===== config.mk =====
export PLATFORM = sky130hd
export DESIGN_NAME = gated_running_mean_variance_core
export DESIGN_NICKNAME = d
export VERILOG_FILES = /design/src/rtl/grmv_pkg.sv /design/src/rtl/grmv_step.sv /design/src/rtl/grmv_mul.sv /design/src/rtl/gated_running_mean_variance_core.sv
export SDC_FILE = /design/constraint.sdc
export NUM_CORES = 2
export LEC_CHECK = 0
export BUFFER_PORTS_ARGS = -buffer_cell sky130_fd_sc_hd__buf_2
export CORE_MARGIN = 3
export CORE_UTILIZATION = 45
export CTS_CLUSTER_DIAMETER = 40
export DETAILED_ROUTE_END_ITERATION = 10
export GPL_ROUTABILITY_DRIVEN = 0
export PLACE_DENSITY = 0.63
export SLEW_MARGIN = 0
export SYNTH_ARGS = -nofsm -noshare
export SYNTH_HDL_FRONTEND = slang
export SYNTH_SLANG_ARGS = --single-unit

===== constraint.sdc =====
create_clock -name aclk -period 17.04 [get_ports aclk]
set_input_delay 0 -clock aclk [delete_from_list [all_inputs] [get_ports aclk]]
set_output_delay 0 -clock aclk [all_outputs]
set_load 0.005 [all_outputs]

===== src/rtl/grmv_pkg.sv =====
package grmv_pkg;

    localparam int SAMPLE_W   = 16;
    localparam int FRAC_W     = 16;
    localparam int MEAN_W     = SAMPLE_W + FRAC_W;
    localparam int DMAG_W     = MEAN_W + 1;
    localparam int CNT_W      = 16;
    localparam int SQ_W       = 64;
    localparam int VDIV_W     = SQ_W + FRAC_W;
    localparam int ROOT_W     = 32;
    localparam int REM_W      = ROOT_W + 2;
    localparam int STEP_W     = REM_W + 2;
    localparam int PROD_W     = 2 * DMAG_W;
    localparam int MUL_SPLIT  = 16;
    localparam int STEP_CNT_W = 7;
    localparam int CFG_IDX_W  = 2;
    localparam int CFG_DATA_W = 32;
    localparam int STATUS_W   = 3;

    localparam logic [CNT_W-1:0] ARM_COUNT = CNT_W'(10);

    localparam logic [31:0]      RST_THRESHOLD = 32'd1179648;
    localparam logic [CNT_W-1:0] RST_TARGET    = CNT_W'(4000);
    localparam logic             RST_GATE_EN   = 1'b1;

    // floor(v/5) for 16-bit v: v * ceil(2^18/5) >> 18
    localparam int          DIV5_SHIFT = 18;
    localparam logic [16:0] DIV5_RECIP = 17'd52429;

    localparam logic [CFG_IDX_W-1:0] CFG_THRESHOLD = 2'd0;
    localparam logic [CFG_IDX_W-1:0] CFG_TARGET    = 2'd1;
    localparam logic [CFG_IDX_W-1:0] CFG_GATE_EN   = 2'd2;

    localparam logic [STATUS_W-1:0] ST_ACCEPTED = 3'd0;
    localparam logic [STATUS_W-1:0] ST_GATED    = 3'd1;
    localparam logic [STATUS_W-1:0] ST_READ_ERR = 3'd2;
    localparam logic [STATUS_W-1:0] ST_ABORTED  = 3'd3;
    localparam logic [STATUS_W-1:0] ST_IGNORED  = 3'd4;

    typedef struct packed {
        logic lo_en;
        logic hi_en;
    } mul_ctl_t;

    function automatic logic [CNT_W-1:0] div_by5(input logic [CNT_W-1:0] v);
        logic [CNT_W+16:0] p;
        p = v * DIV5_RECIP;
        return CNT_W'(p[CNT_W+16:DIV5_SHIFT]);
    endfunction

endpackage


===== src/rtl/grmv_step.sv =====
// Shared compare-subtract step for restoring division and square root.
module grmv_step (
    input  logic [grmv_pkg::STEP_W-1:0] step_a,
    input  logic [grmv_pkg::STEP_W-1:0] step_b,
    output logic [grmv_pkg::STEP_W-1:0] step_diff,
    output logic                        step_ge
);

    assign step_diff = step_a - step_b;
    assign step_ge   = (step_a >= step_b);

endmodule


===== src/rtl/grmv_mul.sv =====
// Product built in halves: low half of b first, then high half added in.
module grmv_mul (
    input  logic                        aclk,
    input  grmv_pkg::mul_ctl_t          ctl,
    input  logic [grmv_pkg::DMAG_W-1:0] mul_a,
    input  logic [grmv_pkg::DMAG_W-1:0] mul_b,
    output logic [grmv_pkg::PROD_W-1:0] prod
);

    logic [grmv_pkg::DMAG_W+grmv_pkg::MUL_SPLIT-1:0] lo_reg;
    logic [grmv_pkg::PROD_W-1:0]                     prod_reg;
    logic [grmv_pkg::PROD_W-1:0]                     hi_part;

    assign hi_part = grmv_pkg::PROD_W'(mul_a * mul_b[grmv_pkg::DMAG_W-1:grmv_pkg::MUL_SPLIT])
                     << grmv_pkg::MUL_SPLIT;

    always_ff @(posedge aclk) begin
        if (ctl.lo_en) begin
            lo_reg <= mul_a * mul_b[grmv_pkg::MUL_SPLIT-1:0];
        end
        if (ctl.hi_en) begin
            prod_reg <= grmv_pkg::PROD_W'(lo_reg) + hi_part;
        end
    end

    assign prod = prod_reg;

endmodule


===== src/rtl/gated_running_mean_variance_core.sv =====
// A sample not accepted into the statistics goes S_IDLE, S_DECIDE, S_OUT; an
// accepted one runs mean division, multiply and, if due, variance division and root
// (33-step mean division, 80-step variance division, 32-step root, all on one
// shared compare-subtract unit). One item at a time; s_ready is high only when idle.
// Reset (aresetn low, synchronous) clears statistics, counters and flags and
// loads the register defaults: threshold 1179648, target 4000, gate enabled.
module gated_running_mean_variance_core (
    input  logic                                aclk,
    input  logic                                aresetn,
    input  logic                                s_valid,
    output logic                                s_ready,
    input  logic signed [grmv_pkg::SAMPLE_W-1:0] s_sample,
    input  logic                                s_read_failed,
    input  logic                                s_restart,
    output logic                                m_valid,
    input  logic                                m_ready,
    output logic [grmv_pkg::STATUS_W-1:0]       m_status,
    output logic [grmv_pkg::CNT_W-1:0]          m_accepted_count,
    output logic signed [grmv_pkg::MEAN_W-1:0]  m_running_mean,
    output logic [grmv_pkg::ROOT_W-1:0]         m_std_dev,
    output logic                                m_done_res,
    input  logic                                cfg_valid,
    output logic                                cfg_ready,
    input  logic [grmv_pkg::CFG_IDX_W-1:0]      cfg_index,
    input  logic [grmv_pkg::CFG_DATA_W-1:0]     cfg_data
);

    typedef enum logic [10:0] {
        S_IDLE      = 11'b000_0000_0001,
        S_DECIDE    = 11'b000_0000_0010,
        S_DIV_MEAN  = 11'b000_0000_0100,
        S_MEAN_UPD  = 11'b000_0000_1000,
        S_MUL_LO    = 11'b000_0001_0000,
        S_MUL_HI    = 11'b000_0010_0000,
        S_SQ_UPD    = 11'b000_0100_0000,
        S_DIV_VAR   = 11'b000_1000_0000,
        S_ROOT_LOAD = 11'b001_0000_0000,
        S_ROOT      = 11'b010_0000_0000,
        S_OUT       = 11'b100_0000_0000
    } state_t;

    state_t state_reg, state_next;
    logic   m_valid_reg, m_valid_next;

    logic [31:0]                    thr_reg, thr_next;
    logic [grmv_pkg::CNT_W-1:0]     target_reg, target_next;
    logic                           gate_en_reg, gate_en_next;

    logic [grmv_pkg::MEAN_W-1:0]    mean_reg, mean_next;
    logic [grmv_pkg::SQ_W-1:0]      sq_reg, sq_next;
    logic [grmv_pkg::CNT_W-1:0]     acc_reg, acc_next;
    logic [grmv_pkg::CNT_W-1:0]     err_reg, err_next;
    logic                           armed_reg, armed_next;
    logic                           fin_reg, fin_next;
    logic [grmv_pkg::ROOT_W-1:0]    std_reg, std_next;

    logic [grmv_pkg::SAMPLE_W-1:0]  x_reg, x_next;
    logic                           fail_reg, fail_next;
    logic                           restart_reg, restart_next;
    logic [grmv_pkg::VDIV_W-1:0]    work_reg, work_next;
    logic [grmv_pkg::REM_W-1:0]     rem_reg, rem_next;
    logic [grmv_pkg::ROOT_W-1:0]    root_reg, root_next;
    logic [grmv_pkg::STEP_CNT_W-1:0] cnt_reg, cnt_next;
    logic [grmv_pkg::DMAG_W-1:0]    dmag_reg, dmag_next;
    logic                           dsign_reg, dsign_next;
    logic [grmv_pkg::DMAG_W-1:0]    m2_reg, m2_next;
    logic [grmv_pkg::STATUS_W-1:0]  status_reg, status_next;

    logic [grmv_pkg::STATUS_W-1:0]  m_status_reg, m_status_next;
    logic [grmv_pkg::CNT_W-1:0]     m_acc_reg, m_acc_next;
    logic [grmv_pkg::MEAN_W-1:0]    m_mean_reg, m_mean_next;
    logic [grmv_pkg::ROOT_W-1:0]    m_std_reg, m_std_next;
    logic                           m_done_reg, m_done_next;

    // effective state after an optional restart
    logic [grmv_pkg::MEAN_W-1:0]    mean_eff;
    logic [grmv_pkg::SQ_W-1:0]      sq_eff;
    logic [grmv_pkg::CNT_W-1:0]     acc_eff, acc_inc, err_eff, err_inc;
    logic                           armed_eff, fin_eff;
    logic [grmv_pkg::ROOT_W-1:0]    std_eff;

    logic [grmv_pkg::DMAG_W-1:0]    delta, dmag;
    logic                           gated;
    logic [grmv_pkg::DMAG_W-1:0]    quot, mean_upd;
    logic [grmv_pkg::SQ_W:0]        sq_sum;
    logic [grmv_pkg::SQ_W-1:0]      sq_sat;

    logic [grmv_pkg::STEP_W-1:0]    step_a, step_b, step_diff;
    logic                           step_ge;
    grmv_pkg::mul_ctl_t             mul_ctl;
    logic [grmv_pkg::PROD_W-1:0]    prod;

    grmv_step u_step (
        .step_a    (step_a),
        .step_b    (step_b),
        .step_diff (step_diff),
        .step_ge   (step_ge)
    );

    grmv_mul u_mul (
        .aclk  (aclk),
        .ctl   (mul_ctl),
        .mul_a (dmag_reg),
        .mul_b (m2_reg),
        .prod  (prod)
    );

    always_comb begin
        if (state_reg == S_ROOT) begin
            step_a = {rem_reg, work_reg[grmv_pkg::VDIV_W-1 -: 2]};
            step_b = {2'b00, root_reg, 2'b01};
        end else begin
            step_a = {{(grmv_pkg::STEP_W-grmv_pkg::CNT_W-1){1'b0}},
                      rem_reg[grmv_pkg::CNT_W-1:0], work_reg[grmv_pkg::VDIV_W-1]};
            step_b = {{(grmv_pkg::STEP_W-grmv_pkg::CNT_W){1'b0}}, acc_reg};
        end
    end

    always_comb begin
        mean_eff  = restart_reg ? '0 : mean_reg;
        sq_eff    = restart_reg ? '0 : sq_reg;
        acc_eff   = restart_reg ? '0 : acc_reg;
        err_eff   = restart_reg ? '0 : err_reg;
        armed_eff = restart_reg ? 1'b0 : armed_reg;
        fin_eff   = restart_reg ? 1'b0 : fin_reg;
        std_eff   = restart_reg ? '0 : std_reg;
        acc_inc   = (acc_eff == '1) ? acc_eff : acc_eff + 1'b1;
        err_inc   = (err_eff == '1) ? err_eff : err_eff + 1'b1;

        delta = {x_reg[grmv_pkg::SAMPLE_W-1], x_reg, {grmv_pkg::FRAC_W{1'b0}}}
                - {mean_eff[grmv_pkg::MEAN_W-1], mean_eff};
        dmag  = delta[grmv_pkg::DMAG_W-1] ? -delta : delta;
        gated = armed_eff && gate_en_reg && (dmag > {1'b0, thr_reg});

        quot     = work_reg[grmv_pkg::DMAG_W-1:0];
        mean_upd = dsign_reg ? {mean_reg[grmv_pkg::MEAN_W-1], mean_reg} - quot
                             : {mean_reg[grmv_pkg::MEAN_W-1], mean_reg} + quot;

        sq_sum = {1'b0, sq_reg}
                 + (grmv_pkg::SQ_W+1)'(prod[grmv_pkg::PROD_W-1:grmv_pkg::FRAC_W]);
        sq_sat = sq_sum[grmv_pkg::SQ_W] ? '1 : sq_sum[grmv_pkg::SQ_W-1:0];
    end

    always_comb begin
        state_next   = state_reg;
        m_valid_next = m_valid_reg;
        thr_next     = thr_reg;
        target_next  = target_reg;
        gate_en_next = gate_en_reg;
        mean_next    = mean_reg;
        sq_next      = sq_reg;
        acc_next     = acc_reg;
        err_next     = err_reg;
        armed_next   = armed_reg;
        fin_next     = fin_reg;
        std_next     = std_reg;
        x_next       = x_reg;
        fail_next    = fail_reg;
        restart_next = restart_reg;
        work_next    = work_reg;
        rem_next     = rem_reg;
        root_next    = root_reg;
        cnt_next     = cnt_reg;
        dmag_next    = dmag_reg;
        dsign_next   = dsign_reg;
        m2_next      = m2_reg;
        status_next  = status_reg;
        m_status_next = m_status_reg;
        m_acc_next    = m_acc_reg;
        m_mean_next   = m_mean_reg;
        m_std_next    = m_std_reg;
        m_done_next   = m_done_reg;
        mul_ctl       = '0;

        if (m_valid_reg && m_ready) begin
            m_valid_next = 1'b0;
        end

        if (cfg_valid) begin
            unique case (cfg_index)
                grmv_pkg::CFG_THRESHOLD: thr_next     = cfg_data;
                grmv_pkg::CFG_TARGET:    target_next  = cfg_data[grmv_pkg::CNT_W-1:0];
                grmv_pkg::CFG_GATE_EN:   gate_en_next = cfg_data[0];
                default: ;
            endcase
        end

        unique case (state_reg)
            S_IDLE: begin
                if (s_valid) begin
                    x_next       = s_sample;
                    fail_next    = s_read_failed;
                    restart_next = s_restart;
                    state_next   = S_DECIDE;
                end
            end
            S_DECIDE: begin
                mean_next  = mean_eff;
                sq_next    = sq_eff;
                acc_next   = acc_eff;
                err_next   = err_eff;
                armed_next = armed_eff;
                fin_next   = fin_eff;
                std_next   = std_eff;
                state_next = S_OUT;
                if (fin_eff) begin
                    status_next = grmv_pkg::ST_IGNORED;
                end else if (fail_reg) begin
                    err_next = err_inc;
                    if (err_inc > grmv_pkg::div_by5(target_reg)) begin
                        fin_next    = 1'b1;
                        status_next = grmv_pkg::ST_ABORTED;
                    end else begin
                        status_next = grmv_pkg::ST_READ_ERR;
                    end
                end else if (gated) begin
                    status_next = grmv_pkg::ST_GATED;
                end else begin
                    status_next = grmv_pkg::ST_ACCEPTED;
                    acc_next    = acc_inc;
                    if (acc_inc >= grmv_pkg::ARM_COUNT) armed_next = 1'b1;
                    if (acc_inc >= target_reg) fin_next = 1'b1;
                    dmag_next  = dmag;
                    dsign_next = delta[grmv_pkg::DMAG_W-1];
                    work_next  = {dmag, {(grmv_pkg::VDIV_W-grmv_pkg::DMAG_W){1'b0}}};
                    rem_next   = '0;
                    cnt_next   = grmv_pkg::STEP_CNT_W'(grmv_pkg::DMAG_W - 1);
                    state_next = S_DIV_MEAN;
                end
            end
            S_DIV_MEAN, S_DIV_VAR: begin
                rem_next  = grmv_pkg::REM_W'(step_ge ? step_diff[grmv_pkg::CNT_W-1:0]
                                                     : step_a[grmv_pkg::CNT_W-1:0]);
                work_next = {work_reg[grmv_pkg::VDIV_W-2:0], step_ge};
                cnt_next  = cnt_reg - 1'b1;
                if (cnt_reg == '0) begin
                    state_next = (state_reg == S_DIV_MEAN) ? S_MEAN_UPD : S_ROOT_LOAD;
                end
            end
            S_MEAN_UPD: begin
                mean_next  = mean_upd[grmv_pkg::MEAN_W-1:0];
                // |x - new mean| = |delta| - quotient, same sign as delta
                m2_next    = dmag_reg - quot;
                state_next = S_MUL_LO;
            end
            S_MUL_LO: begin
                mul_ctl.lo_en = 1'b1;
                state_next    = S_MUL_HI;
            end
            S_MUL_HI: begin
                mul_ctl.hi_en = 1'b1;
                state_next    = S_SQ_UPD;
            end
            S_SQ_UPD: begin
                sq_next = sq_sat;
                if (acc_reg < grmv_pkg::CNT_W'(2)) begin
                    std_next   = '0;
                    state_next = S_OUT;
                end else begin
                    work_next  = {sq_sat, {grmv_pkg::FRAC_W{1'b0}}};
                    rem_next   = '0;
                    cnt_next   = grmv_pkg::STEP_CNT_W'(grmv_pkg::VDIV_W - 1);
                    state_next = S_DIV_VAR;
                end
            end
            S_ROOT_LOAD: begin
                if (|work_reg[grmv_pkg::VDIV_W-1:grmv_pkg::SQ_W]) begin
                    std_next   = '1;
                    state_next = S_OUT;
                end else begin
                    work_next  = {work_reg[grmv_pkg::SQ_W-1:0], {grmv_pkg::FRAC_W{1'b0}}};
                    rem_next   = '0;
                    root_next  = '0;
                    cnt_next   = grmv_pkg::STEP_CNT_W'(grmv_pkg::ROOT_W - 1);
                    state_next = S_ROOT;
                end
            end
            S_ROOT: begin
                rem_next  = step_ge ? step_diff[grmv_pkg::REM_W-1:0]
                                    : step_a[grmv_pkg::REM_W-1:0];
                root_next = {root_reg[grmv_pkg::ROOT_W-2:0], step_ge};
                work_next = {work_reg[grmv_pkg::VDIV_W-3:0], 2'b00};
                cnt_next  = cnt_reg - 1'b1;
                if (cnt_reg == '0) begin
                    std_next   = {root_reg[grmv_pkg::ROOT_W-2:0], step_ge};
                    state_next = S_OUT;
                end
            end
            S_OUT: begin
                if (!m_valid_reg || m_ready) begin
                    m_valid_next  = 1'b1;
                    m_status_next = status_reg;
                    m_acc_next    = acc_reg;
                    m_mean_next   = mean_reg;
                    m_std_next    = std_reg;
                    m_done_next   = fin_reg;
                    state_next    = S_IDLE;
                end
            end
            default: state_next = S_IDLE;
        endcase
    end

    always_ff @(posedge aclk) begin
        if (!aresetn) begin
            state_reg   <= S_IDLE;
            m_valid_reg <= 1'b0;
            thr_reg     <= grmv_pkg::RST_THRESHOLD;
            target_reg  <= grmv_pkg::RST_TARGET;
            gate_en_reg <= grmv_pkg::RST_GATE_EN;
            mean_reg    <= '0;
            sq_reg      <= '0;
            acc_reg     <= '0;
            err_reg     <= '0;
            armed_reg   <= 1'b0;
            fin_reg     <= 1'b0;
            std_reg     <= '0;
        end else begin
            state_reg   <= state_next;
            m_valid_reg <= m_valid_next;
            thr_reg     <= thr_next;
            target_reg  <= target_next;
            gate_en_reg <= gate_en_next;
            mean_reg    <= mean_next;
            sq_reg      <= sq_next;
            acc_reg     <= acc_next;
            err_reg     <= err_next;
            armed_reg   <= armed_next;
            fin_reg     <= fin_next;
            std_reg     <= std_next;
        end
    end

    always_ff @(posedge aclk) begin
        x_reg        <= x_next;
        fail_reg     <= fail_next;
        restart_reg  <= restart_next;
        work_reg     <= work_next;
        rem_reg      <= rem_next;
        root_reg     <= root_next;
        cnt_reg      <= cnt_next;
        dmag_reg     <= dmag_next;
        dsign_reg    <= dsign_next;
        m2_reg       <= m2_next;
        status_reg   <= status_next;
        m_status_reg <= m_status_next;
        m_acc_reg    <= m_acc_next;
        m_mean_reg   <= m_mean_next;
        m_std_reg    <= m_std_next;
        m_done_reg   <= m_done_next;
    end

    assign s_ready          = (state_reg == S_IDLE);
    assign cfg_ready        = 1'b1;
    assign m_valid          = m_valid_reg;
    assign m_status         = m_status_reg;
    assign m_accepted_count = m_acc_reg;
    assign m_running_mean   = m_mean_reg;
    assign m_std_dev        = m_std_reg;
    assign m_done_res       = m_done_reg;

    a_std_zero_below_two: assert property (@(posedge aclk) disable iff (!aresetn)
        (state_reg == S_IDLE && acc_reg < grmv_pkg::CNT_W'(2)) |-> (std_reg == '0))
        else $error("std dev nonzero with fewer than two samples");

    a_armed_count: assert property (@(posedge aclk) disable iff (!aresetn)
        armed_reg |-> (acc_reg >= grmv_pkg::ARM_COUNT))
        else $error("gate armed before enough samples");

    a_accepted_nonzero: assert property (@(posedge aclk) disable iff (!aresetn)
        (m_valid && m_status == grmv_pkg::ST_ACCEPTED) |-> (m_accepted_count != '0))
        else $error("accepted item reports zero count");

    a_done_on_abort: assert property (@(posedge aclk) disable iff (!aresetn)
        (m_valid && (m_status == grmv_pkg::ST_ABORTED || m_status == grmv_pkg::ST_IGNORED))
        |-> m_done_res)
        else $error("abort or ignore without done");

endmodule

=== Word level (Yosys, flattened, before mapping) ===
Index checks and enable logic that the tools add are counted.

* Word-level logic and storage cells: 183
* Input port bits: 57
* Bits in registers: 663
* Output and inout port bits: 87

* $lt $le $gt $ge: 6
* Reductions and logical operators: 28
* Equality and inequality tests: 27
* $mul: 3
* Mux-type cells: 75
* Add/subtract/negate cells: 11
* Bitwise operators: 3

{| class="wikitable"
|+ Operators with widths
! operator !! count
|-
| $mux 80 || 5
|-
| $pmux 80 s5 || 1
|-
| $mux 34 || 7
|-
| $mux 32 || 7
|-
| $pmux 34 s5 || 1
|-
| $mux 16 || 10
|-
| $mux 64 || 2
|-
| $pmux 32 s2 || 2
|-
| $pmux 32 s4 || 1
|-
| $pmux 64 s2 || 1
|-
| $pmux 11 s10 || 1
|-
| $mux 11 || 9
|-
| $add 49x66->66 || 1
|-
| $add 64x50->65 || 1
|-
| $mul 33x17->50 || 1
|-
| $mul 33x16->49 || 1
|-
| $ge 36x34->1 || 1
|-
| $mux 36 || 1
|-
| $mux 7 || 5
|-
| $sub 34x34->34 || 1
|-
| $gt 33x32->1 || 1
|-
| $mux 33 || 1
|-
| $neg 33->33 || 1
|-
| $sub 32x32->33 || 1
|-
| other kinds (46) || 90
|}

=== Logic depth before layout (Yosys ltp) ===
* Depth in word-level cells: 10
* Mapped depth: 36
* Depth with buffers taken out: 35

=== Cells and area by module ===
Synthesis repeated with hierarchy kept, for this count alone.

* Cell total of the unflattened synthesis: 8836
* Area total of the unflattened synthesis: 79672.7 um^2

{| class="wikitable"
|+ By module, submodules not included
! module !! times used !! area each (um^2) !! sequential area each (um^2) !! cells an instance
|-
| grmv_mul || 1 || 39863.2 || 3453.3 || 4427
|-
| gated_running_mean_variance_core || 1 || 37460.9 || 14223.6 || 4059
|-
| grmv_step || 1 || 2348.5 || 0.0 || 350
|}

=== Least setup slack after synthesis ===
Ideal clock, no wire load.

* Path kind: reg-to-reg
* From: reg restart_reg
* To: reg rem_reg[0] in the netlist's numbering (enable)
* Clock period less this slack: 12.615 ns
* Stages on the path, launching flop included: 35
* Arrival: 11.990 ns
* Data required time: 16.415 ns
* Library setup time: 0.625 ns
* Setup slack: 4.425 ns
* Path buffers: 9
* Path through: edfxtp_1 clkbuf_1 inv_1 clkbuf_1 clkbuf_1 clkbuf_1 clkbuf_1 nand2_1 ha_1 clkbuf_1 o21a_1 o21bai_1 o221ai_1 a21oi_1 o221ai_1 a21o_1 o31a_1 buf_2 clkinv_1 clkbuf_1 o21ai_0 xnor2_1 ha_1 a21o_1 a21o_1 a21o_1 a21oi_1 o211ai_1 a22oi_1 nand2_1 a31oi_1 and2_1 clkbuf_1 nand2_1 a21oi_1

* Elaborated cells between the ends (all ways): 12
* Classes of those cells: 2 x add/sub; 1 x order compare; 2 x eq/ne; 4 x mux; 3 x reduce/logical

{| class="wikitable"
|+ RTL lines
! element !! RTL line !! text
|-
| from (decl) || gated_running_mean_variance_core.sv:59 || <nowiki>logic restart_reg, restart_next;</nowiki>
|-
| from (signal assigned) || gated_running_mean_variance_core.sv:337 || <nowiki>restart_reg <= restart_next;</nowiki>
|-
| $mux 32 || gated_running_mean_variance_core.sv:120 || <nowiki>mean_eff = restart_reg ? '0 : mean_reg;</nowiki>
|-
| $sub 32x32->33 || gated_running_mean_variance_core.sv:131 || <nowiki>- {mean_eff[grmv_pkg::MEAN_W-1], mean_eff};</nowiki>
|-
| via delta, one bit || gated_running_mean_variance_core.sv:82 || <nowiki>logic [grmv_pkg::DMAG_W-1:0] delta, dmag;</nowiki>
|-
| $mux 33 || gated_running_mean_variance_core.sv:132 || <nowiki>dmag = delta[grmv_pkg::DMAG_W-1] ? -delta : delta;</nowiki>
|-
| via dmag, one bit || gated_running_mean_variance_core.sv:82 ||
|-
| $gt 33x32->1 || gated_running_mean_variance_core.sv:133 || <nowiki>gated = armed_eff && gate_en_reg && (dmag > {1'b0, thr_reg});</nowiki>
|-
| $logic_and 1x1->1 || gated_running_mean_variance_core.sv:133 ||
|-
| $ne 2x2->1 (no line) || - ||
|-
| $reduce_and 6->1 (no line) || - ||
|-
| to (signal assigned) || gated_running_mean_variance_core.sv:339 || <nowiki>rem_reg <= rem_next;</nowiki>
|-
| to (decl) || gated_running_mean_variance_core.sv:61 || <nowiki>logic [grmv_pkg::REM_W-1:0] rem_reg, rem_next;</nowiki>
|}

The timed path passes the listed nets, and every way through them passes these cells.
A chain may end at the register's enable or synchronous reset.

=== Worst setup path in the final report ===
* From: reg restart_reg
* To: reg work_reg[29] in the netlist's numbering (enable)

* Word-level cells in the longest chain between the ends: 8
* Elaborated cells between the ends (all ways): 12
* Classes of those cells: 2 x add/sub; 1 x order compare; 2 x eq/ne; 4 x mux; 3 x reduce/logical

{| class="wikitable"
|+ RTL lines
! element !! RTL line !! text
|-
| $mux 32 || gated_running_mean_variance_core.sv:120 ||
|-
| $sub 32x32->33 || gated_running_mean_variance_core.sv:131 ||
|-
| via delta, one bit || gated_running_mean_variance_core.sv:82 ||
|-
| $neg 33->33 || gated_running_mean_variance_core.sv:132 ||
|-
| $mux 33 || gated_running_mean_variance_core.sv:132 ||
|-
| via dmag, one bit || gated_running_mean_variance_core.sv:82 ||
|-
| $gt 33x32->1 || gated_running_mean_variance_core.sv:133 ||
|-
| $logic_and 1x1->1 || gated_running_mean_variance_core.sv:133 ||
|-
| $ne 2x2->1 (no line) || - ||
|-
| $reduce_and 6->1 (no line) || - ||
|-
| to (signal assigned) || gated_running_mean_variance_core.sv:338 || <nowiki>work_reg <= work_next;</nowiki>
|-
| to (decl) || gated_running_mean_variance_core.sv:60 || <nowiki>logic [grmv_pkg::VDIV_W-1:0] work_reg, work_next;</nowiki>
|}

The timed path passes the listed nets, and every way through them passes these cells.

==> metrics <==
cell family with most CP delay=compound AO/OA/AOI/OAI gates; Initial DRC Count=5680; DR pass1 iterations=10; first-pass GRT wire length=358600 um; Setup TNS=0 ps; Critical Path Most Common Cell=a21oi_1; hold worst-path end=gate_en_reg; min-delay src=cfg_data[0]; Routed WL per cell=21.16 um; Least-Margin Pin Slew=1238 ps; Yosys top cell by area=fa_1; Fin Clk Skew=87.90 ps; critical path class=reg2reg; Clock Power Share=20.3%; clock tree sinks=631; Mapped Cells=8436; R2R Path End=work_reg[29]; sw frac=45.92%; yosys warns=0; Mapped Avg Cell Area=9.024 um2; Port Buf Inserts=142; Starting Density=45.42%; FMAX=0.1013 GHz; Buf/Inv on CP=4; vias per inst=5.675; Clk Latency, worst-skew pair=770 ps; Crit-path slowest cell=nor2_1; area grow syn2layout=10.20%; NetSw=5.210 mW; worst hold path depth=4; Die W=417.3 um; Mapped Nets=10.11k; pre-CTS setup slack=7551 ps; RSZ-0062 raised after global routing=false; sequential fraction of the synthesis area=21.96%; CTS tree=built; critical path capture point type=flip-flop; Clock Path Buffers=3; Final setup viols=0; final worst slack=7172 ps; Top FF cell, synth=edfxtp_1; Critical Path Source=restart_reg; PD cells=135.2 mW/mm2; TritonCTS buffer count=112; detailed-route via count=61.34k; P_leak=38.34 nW; number of global-route vias before repair=62.43k; Cell Rows=150; Tmin final=9868 ps; Die Y-Extent=417.3 um; largest net degree at the start of global routing=99; Async SR Flop Fraction=0%; Max-cap violations=0; Seq. cell area=0.01672 mm2; final hold violations=0; post_cts resized=0; Arr. time, crit path=10190 ps; status=finished, final reports clean; H-Tree Depth=3; #FFs+latches synth=631; initial antenna violation count=2; maximum vdd ir drop=0.3582 mV; Power Internal=6.135 mW; die area=0.1741 mm2; R2R cell count=26; maximum fanout along the worst path=67; Worst path max stage delay=950 ps; R2R setup slack=7170 ps; Tot GR Track Use=26.34%; synth top area cells=fa_1 26%, edfxtp_1 16%, ha_1 11%; Ports=144; clock root buffer master=clkbuf_16; post-DP HPWL=166900 um; share of post-route cells with drive strength above 1=5.839%; Clk pin slew, worst setup/hold paths=60 ps; Unique masters post-synth=96; DRC errors left=0; Routed Antenna Nets=0; Flop pwr share=17.5%; gr ovfl total=0; DRT Wirelength=228700 um; Core ar.=0.1676 mm2; top cells by count, synth=1312 x nand2_1, 1310 x inv_1, 981 x fa_1; Post-Syn Area=0.07612 mm2; area of the multi-input gates=0.05303 mm2; max FFs per register=80; area share of the largest cell type after synthesis=25.80%; Slew HR=17.19%; startpoint types=flip-flop; Worst Path Required=17360 ps; number of enable flip-flop cells after synthesis=408; top-count cell post-synth=nand2_1; Comb pwr share=62.2%; FILL cells=15.52k; Hold Path Class=in2reg; reg2reg start=restart_reg; nets@finish=10.18k; Final Cycle Share=57.91%; fin. max-slew vios=0
[through the flow]
| step | hold WS (ps) | cell area [um2] | instances | util (%) | power, mW |
|---|---|---|---|---|---|
| after detailed placement | 181.2 | 78970 | 10490 | 47.12 | 8.949 |
| after global placement | 178.3 | 78960 | 10490 | 47.11 | 8.857 |
| after floorplan | 98.87 | 76120 | 8436 | - | 7.121 |
| after global routing | 106.0 | 83880 | 10802 | 50.05 | 12.25 |
| final | 104.3 | 83890 | 10808 | 50.05 | 11.34 |
| after CTS | 61.14 | 83880 | 10802 | 50.05 | 11.34 |
[placed cells by master, fill, tap and decap left out, types with 32 or more instances in the layout]
master and n:
a211oi_1 41, nor2_1 341, a21boi_0 53, mux2i_1 32
a21oi_1 389, nor3_1 81, buf_4 110, nand3_1 113
edfxtp_1 408, nor4_1 36, dlygate4sd3_1 103, clkbuf_16 113
ha_1 639, dfxtp_1 223, xor2_1 114, and2_1 395
o211ai_1 32, fa_1 981, inv_1 1309, and3_1 42
nor2b_1 75, a222oi_1 64, o21a_1 78, nand2_1 1312
o21ai_0 294, a31oi_1 59, o311a_1 36, buf_2 141
xnor2_1 244, nand2b_1 76, nand4_1 65, a21o_1 161
[cells by family (layout without fill, tap and decap cells)]
group | count (synthesis) | in the layout | share of synthesized area (%)
buffers and inverters | 1714 | 1876 | 8.489
adders and majority gates | 1620 | 1620 | 36.30
muxes | 35 | 35 | 0.4652
xor gates and xnor gates | 359 | 359 | 4.131
AOI/OAI and AO/OA | 1421 | 1421 | 12.28
DFF | 631 | 631 | 21.96
and+or+nand+nor | 2655 | 2655 | 16.36
other | 1 | 7 | 0.004926
[how the worst max path moves through the flow]
stage | slack (ps) | cells past startpoint | to
after floorplan | 4430 | 34 | rem_reg[0]
after CTS | 7460 | 26 | work_reg[29]
after global routing | 6680 | 26 | work_reg[29]
after detailed placement | 7550 | 26 | work_reg[18]
final | 7170 | 26 | work_reg[29]
after global placement | 7530 | 26 | work_reg[18]
[power by group through the flow]
stage / Clock (mW) / Combinational (mW) / Sequential, mW
detailed placement: 0 / 6.94 / 2.01
global route: 2.41 / 7.86 / 1.98
finish: 2.31 / 7.06 / 1.98
global placement: 0 / 6.85 / 2.01
floorplan: 0 / 5.13 / 1.99
CTS: 2.33 / 7.03 / 1.98
[worst register-to-register path: stages, from the launching register on]
cell and delay (ps):
edfxtp_1 360, buf_4 460, nor2_1 230, inv_1 310
ha_1 570, inv_1 280, o41ai_4 610, a21oi_1 250
o221ai_1 360, a21o_1 160, o31a_1 680, o21ai_0 240
xor2_1 200, nor2_1 950, ha_1 420, a21o_1 160
a21oi_1 140, a21oi_1 80, o311ai_0 400, o211ai_1 150
a22oi_1 240, nand2_1 80, a31oi_1 340, and2_1 460
nand2_1 300, a21oi_4 230, buf_4 710
[repair_timing]
| action | CTS | global route |
|---|---|---|
| setup buffers | 0 | 0 |
| hold endpoints to repair | 101 | 0 |
| setup endpoints to repair | 0 | 0 |
| hold buffers | 103 | 0 |
[cell type report]
| cell class | count | area share (%) |
|---|---|---|
| clock inverter | 71 | 1.105 |
| sequential | 631 | 19.93 |
| inverter | 1313 | 5.878 |
| clock buffer | 138 | 3.518 |
| timing repair buffer | 354 | 3.055 |
| tap | 2204 | 3.287 |
| antenna | 6 | 0.01790 |
| multi-input combinational | 6091 | 63.21 |
[metal layers]
layer  vias up  global-route usage (%)  routed length, um
met5         -                       0                 13
met4         2                   12.20              11860
met3       503                   4.143              18340
met2      2473                   42.33             104800
met1     30594                   35.01              93710
li1      27767                       -                  -
(Power assumes the default switching activity.)
